`src/pool2d_pkg.sv`:
```
// ----------------------------------------------------------------------------
// pool2d_pkg
// Shared constants, register codes and control types of the 2-D pooling block.
// ----------------------------------------------------------------------------
package pool2d_pkg;

	localparam int SAMPLE_BITS    = 16;
	localparam int POS_BITS       = 6;
	localparam int STRIDE_BITS    = 4;
	localparam int KSIZE_BITS     = 4;
	localparam int DIM_BITS       = 11;
	localparam int S_TDATA_BITS   = 16;
	localparam int M_TDATA_BITS   = 24;
	localparam int CFG_INDEX_BITS = 3;
	localparam int CFG_DATA_BITS  = 11;

	localparam logic [CFG_INDEX_BITS-1:0] REG_POOL_MODE    = 3'd0;
	localparam logic [CFG_INDEX_BITS-1:0] REG_KERNEL_SIZE  = 3'd1;
	localparam logic [CFG_INDEX_BITS-1:0] REG_STRIDE_STEP  = 3'd2;
	localparam logic [CFG_INDEX_BITS-1:0] REG_PLANE_WIDTH  = 3'd3;
	localparam logic [CFG_INDEX_BITS-1:0] REG_PLANE_HEIGHT = 3'd4;

	// commands from the controller to the datapath
	typedef struct packed {
		logic wr;          // write the accepted sample, advance raster position
		logic rd;          // read one window entry
		logic rd_first;    // this read is the top-left window entry
		logic rd_row_end;  // this read closes a window row
		logic div_load;    // load the divider from the window sum
		logic div_step;    // one quotient bit
		logic out_load;    // load the output register
	} pool2d_cmd_t;

	// status from the datapath to the controller
	typedef struct packed {
		logic hit;       // current raster position completes a window
		logic avg_mode;  // average pooling selected
		logic out_busy;  // output register holds a result not yet taken
	} pool2d_stat_t;

endpackage

```
`src/pool2d_ctrl.sv`:
```
// ----------------------------------------------------------------------------
// pool2d_ctrl
// Sequencer: takes samples, walks a completed window, runs the divider in
// average mode and hands the result to the output register.
// ----------------------------------------------------------------------------
module pool2d_ctrl #(
	parameter int KERNEL_MAX = 8,
	parameter int SUM_W      = 22
) (
	input  logic                           clk,
	input  logic                           arst_n,
	input  logic                           s_tvalid,
	output logic                           s_tready,
	input  pool2d_pkg::pool2d_stat_t       stat,
	input  logic [$clog2(KERNEL_MAX+1)-1:0] k_val,
	output pool2d_pkg::pool2d_cmd_t        cmd
);

	localparam int KW_W = $clog2(KERNEL_MAX + 1);
	localparam int DC_W = $clog2(SUM_W + 1);

	localparam logic [2:0] ST_IDLE  = 3'd0;
	localparam logic [2:0] ST_READ  = 3'd1;
	localparam logic [2:0] ST_LAST  = 3'd2;
	localparam logic [2:0] ST_DLOAD = 3'd3;
	localparam logic [2:0] ST_DIV   = 3'd4;
	localparam logic [2:0] ST_OUT   = 3'd5;

	logic [2:0]      state_q, state_nxt;
	logic [KW_W-1:0] kh_q, kw_q;
	logic [DC_W-1:0] dcnt_q;
	logic [KW_W-1:0] k_last;
	logic            row_end;

	assign k_last   = k_val - KW_W'(1);
	assign row_end  = (kw_q == k_last);
	assign s_tready = (state_q == ST_IDLE);

	always_comb begin
		state_nxt = state_q;
		cmd       = '0;
		unique case (state_q)
			ST_IDLE: begin
				cmd.wr = s_tvalid;
				if (s_tvalid && stat.hit) state_nxt = ST_READ;
			end
			ST_READ: begin
				cmd.rd         = 1'b1;
				cmd.rd_first   = (kh_q == '0) && (kw_q == '0);
				cmd.rd_row_end = row_end;
				if (row_end && (kh_q == k_last)) state_nxt = ST_LAST;
			end
			ST_LAST: begin
				// last read data lands in the accumulator this cycle
				state_nxt = stat.avg_mode ? ST_DLOAD : ST_OUT;
			end
			ST_DLOAD: begin
				cmd.div_load = 1'b1;
				state_nxt    = ST_DIV;
			end
			ST_DIV: begin
				cmd.div_step = 1'b1;
				if (dcnt_q == DC_W'(SUM_W - 1)) state_nxt = ST_OUT;
			end
			ST_OUT: begin
				if (!stat.out_busy) begin
					cmd.out_load = 1'b1;
					state_nxt    = ST_IDLE;
				end
			end
			default: state_nxt = ST_IDLE;
		endcase
	end

	always_ff @(posedge clk or negedge arst_n) begin
		if (!arst_n) begin
			state_q <= ST_IDLE;
			kh_q    <= '0;
			kw_q    <= '0;
			dcnt_q  <= '0;
		end else begin
			state_q <= state_nxt;
			if (state_q == ST_IDLE) begin
				kh_q <= '0;
				kw_q <= '0;
			end else if (state_q == ST_READ) begin
				if (row_end) begin
					kw_q <= '0;
					kh_q <= kh_q + KW_W'(1);
				end else begin
					kw_q <= kw_q + KW_W'(1);
				end
			end
			if (state_q == ST_DLOAD) dcnt_q <= '0;
			else if (state_q == ST_DIV) dcnt_q <= dcnt_q + DC_W'(1);
		end
	end

endmodule

```
`config.mk`:
```
export PLATFORM = sky130hd
export DESIGN_NAME = pool2d_ctrl
export DESIGN_NICKNAME = d
export VERILOG_FILES = /design/src/pool2d_pkg.sv /design/src/pool2d_ctrl.sv
export SDC_FILE = /design/constraint.sdc
export NUM_CORES = 1
export LEC_CHECK = 0
export BUFFER_PORTS_ARGS = -buffer_cell sky130_fd_sc_hd__buf_2
export CORE_MARGIN = 2
export CORE_UTILIZATION = 45
export CTS_CLUSTER_SIZE = 14
export DETAILED_ROUTE_END_ITERATION = 7
export PLACE_DENSITY = 0.66
export SKIP_CTS_REPAIR_TIMING = 1
export SYNTH_ARGS = -nofsm -noshare
export SYNTH_HDL_FRONTEND = slang
export SYNTH_SLANG_ARGS = --single-unit
```
`constraint.sdc`:
```
create_clock -name clk -period 1.8 [get_ports clk]
set_input_delay 0.09 -clock clk [delete_from_list [all_inputs] [get_ports clk]]
set_output_delay 0.09 -clock clk [all_outputs]
set_load 0.005 [all_outputs]
```
==> results.txt <==
Power comes to roughly 1.4 mW. The worst setup path is launched from a flop. The final route contains approximately 930 vias. The arrival time at the worst endpoint came out at 1.61 ns. The minimum clock period came out at about 1.7 ns. The number of instances on the worst hold path is 2. After synthesis, the netlist uses 38 different library cells. The library cell used most frequently in the layout, excluding fill and tap cells, is sky130_fd_sc_hd__buf_2.

The required time of the critical path is ~1.7 ns. TritonCTS built the clock tree. In this run switching power makes up about two fifths of total power. The top cell types in the final layout, fill and taps aside, are sky130_fd_sc_hd__buf_2, sky130_fd_sc_hd__dfrtp_1, sky130_fd_sc_hd__inv_1, sky130_fd_sc_hd__nand2_1, sky130_fd_sc_hd__o21ai_0. The overall fraction of global-route tracks in use came out at between 10% and 20%. The row count is 18. The clock transition at the registers of the reported paths came out at around 0.1 ns.

The tightest hold path in the finished design has a slack of approximately 0.08 ns. The power density over the cells is between 1000 and 1500 nW/um2. The worst-case clock skew is 0.0113 ns. The chip width is 53.7 um. The number of buffers on the longest clock path came out at 2. The TritonCTS buffer count is 3. For hold timing, the worst endpoint is state_q[1].

The combinational share of power is 43.6%. The area of the core region is approximately 2400 um2. The ratio of final minimum period to clock period is a little over nine tenths. The worst flop-to-flop path endpoint is state_q[0]. The run finished with clean final reports. Measured against its own limit, the worst slew margin works out to 74.9%. The proportion of synthesized chip area in sequential cells came out at a little over a third. For the pin with the worst max-slew slack, the measured transition is 0.376 ns.

The number of max-capacitance violations reported is 0. CTS built an H-tree with a depth of 1. The average instance in the mapped netlist occupies approximately 9.6 um2. The utilization after layout is a little over half. The number of vias per cell after detailed routing is approximately 5.5. The final wirelength came out at around 2.4 mm.

The number of violations reported at the end of detailed-routing iteration 0 came out at 13. The number of flip-flops and latches in the synthesized netlist came out at 16. The relative contribution of sequential cells to total power is ~40%. The tree is rooted in a sky130_fd_sc_hd__clkbuf_4. The number of synthesis warnings is 0. Entering global routing, the biggest net connects 17 pins. VDD sags by at most between 600 and 700 uV. The final hold violation count came out at 0. The path type of the worst min-delay path is in2reg. The upper clock frequency limit is 587 MHz.

The number of antenna violations at the first check in global routing is 0. The remaining global-route overflow came out at 0. The internal power component is ~830 uW. The starting density of the core is between 40% and 50%. The via count of the first global-routing pass is around 890.

The final number of setup-violating endpoints came out at 0. The worst hold path begins at stat[1]. The final cell count without fillers is between 150 and 200. The post-synthesis cell count is 116. The routed wire length per instance is between 10 and 15 um.

The first detailed-routing pass took 4 iterations. The total placed instance area came out at 1250 um2. The smallest setup slack after layout is around 0.098 ns. In this run the worst path has a maximum fanout of 5. The clock latency of the later-clocked register in the worst-skew pair is roughly 0.29 ns.

The summed area of non-filler cells in the final layout came out at ~1300 um2. The final RePlAce weighted congestion came out at a little under 0.8. Clock tree synthesis found a total of 16 sinks. STA classifies the critical path endpoint as a primary output. After legalization and detailed placement, the total HPWL measured between 1.5 and 2 mm. The count of antenna diodes in the layout came out at 0. The floorplan die area is between 2000 and 3000 um2. The net count of the mapped netlist is between 100 and 150. The count of nets after finishing came out at around 160.

The standby leakage power is about 0.64 nW. Including well taps, the total number of placed cells is 165. The boundary pin count came out at 18.

The reported net switching power came out at between 600 and 700 uW. Once detail routing completed, the nets flagged for antenna violations numbered 0. The minimum setup slack after placement came out at between 0.1 and 0.15 ns.

The worst reg2reg path depth is 4. The post-synthesis cell area is between 1000 and 1500 um2. Of the cells placed in the final design, the portion with a size suffix greater than 1 is a little over a quarter.

The chip height came out at 53.7 um. The register-to-register path setup slack came out at approximately 0.26 ns. The count of input and output buffers came out at 17. The first-pass GRT wire length is roughly 3.9 mm. After detailed routing, the number of remaining DRC violations is 0. In the final timing run, aggregate negative setup slack is 0 ns. The startpoint identified for the worst register-to-register timing path is kw_q[2]. The final max-slew violation count is 0. The setup path with the least slack is of type reg2out. The layout overhead on the synthesized area is 17.3%.

The clock network fraction of total power is between 15 and 20%. Setup repair after global routing left no endpoint under its margin.
[per-layer routing]
layer	up-vias	routed length (um)	global-route usage, %
li1	464	-	-
met1	439	1070	23.3
met2	24	1160	31.1
met3	6	106	3.89
met4	0	44	8.97
met5	-	0	0
[cells by family (layout without fill, tap and decap cells)]
group	Yosys count	count (layout)	synth area share, %
XOR/XNOR	12	12	13.3
buffers and inverters	12	36	4.05
AO/OA/AOI/OAI	24	24	13.0
adder cells (fa/ha/maj)	7	7	7.87
flip-flops	16	16	36.0
AND/OR/NAND/NOR	43	43	24.0
multiplexers	2	2	1.80
[synth_stat cells (all sizes together)]
cell / count / area share, %
nand3: 5 / 2.7
nor3: 5 / 3.7
nand2: 10 / 3.4
a22oi: 1 / 0.68
o21ai: 14 / 6.3
ha: 7 / 7.9
nand3b: 1 / 0.68
and3b: 1 / 0.90
mux2i: 2 / 1.8
a32o: 1 / 0.90
or2b: 1 / 0.68
o32a: 1 / 1.0
nand4: 5 / 2.8
or3: 1 / 0.56
xnor2: 3 / 2.4
o31ai: 2 / 1.8
nor4bb: 1 / 0.90
o22ai: 1 / 0.56
and2: 1 / 0.56
nor4: 3 / 2.2
and2b: 1 / 0.79
xor2: 7 / 6.9
a21oi: 4 / 1.8
xnor3: 2 / 4.0
or3b: 1 / 1.0
inv: 12 / 4.0
nor2: 5 / 1.9
or2: 1 / 0.56
and3: 1 / 0.56
dfrtp: 16 / 36
[worst max-delay path: stages, from the launching register on]
cell,delay (ns)
sky130_fd_sc_hd__dfrtp_2,0.46
sky130_fd_sc_hd__xnor3_1,0.31
sky130_fd_sc_hd__nand3_2,0.15
sky130_fd_sc_hd__nor3_4,0.25
sky130_fd_sc_hd__buf_2,0.15
[area by class of cell]
class | instances | area [um2]
fillers | 231 | 1100
well taps | 30 | 37.5
clock buffers | 4 | 36.3
flip-flops and latches | 16 | 403
multi-input cells | 88 | 673
repair buffers | 20 | 110
inverters | 12 | 45.0
[flip-flops by register name (all words and copies together) (netlist names)]
register  cells
kw_q          4
kh_q          4
state_q       3
dcnt_q        5
[power groups by stage]
stage	Combinational, mW	Sequential, mW	Clock [mW]
5_1_grt	0.702	0.588	0.263
2_1_floorplan	0.431	0.538	0
4_1_cts	0.612	0.568	0.245
6_report	0.624	0.572	0.235
3_5_place_dp	0.607	0.576	0
3_3_place_gp	0.586	0.569	0
[worst max-delay path by stage]
stage | start | end | slack, ns
final | kw_q[2] | cmd[3] | 0.1
after global placement | k_val[0] | state_q[0] | 0.24
after global routing | kw_q[2] | cmd[3] | 0.01
after detailed placement | k_val[0] | state_q[0] | 0.14
after floorplan | state_q[1] | kh_q[3] | 0.34
after CTS | kw_q[3] | cmd[3] | 0.08
(Power assumes the default switching activity.)
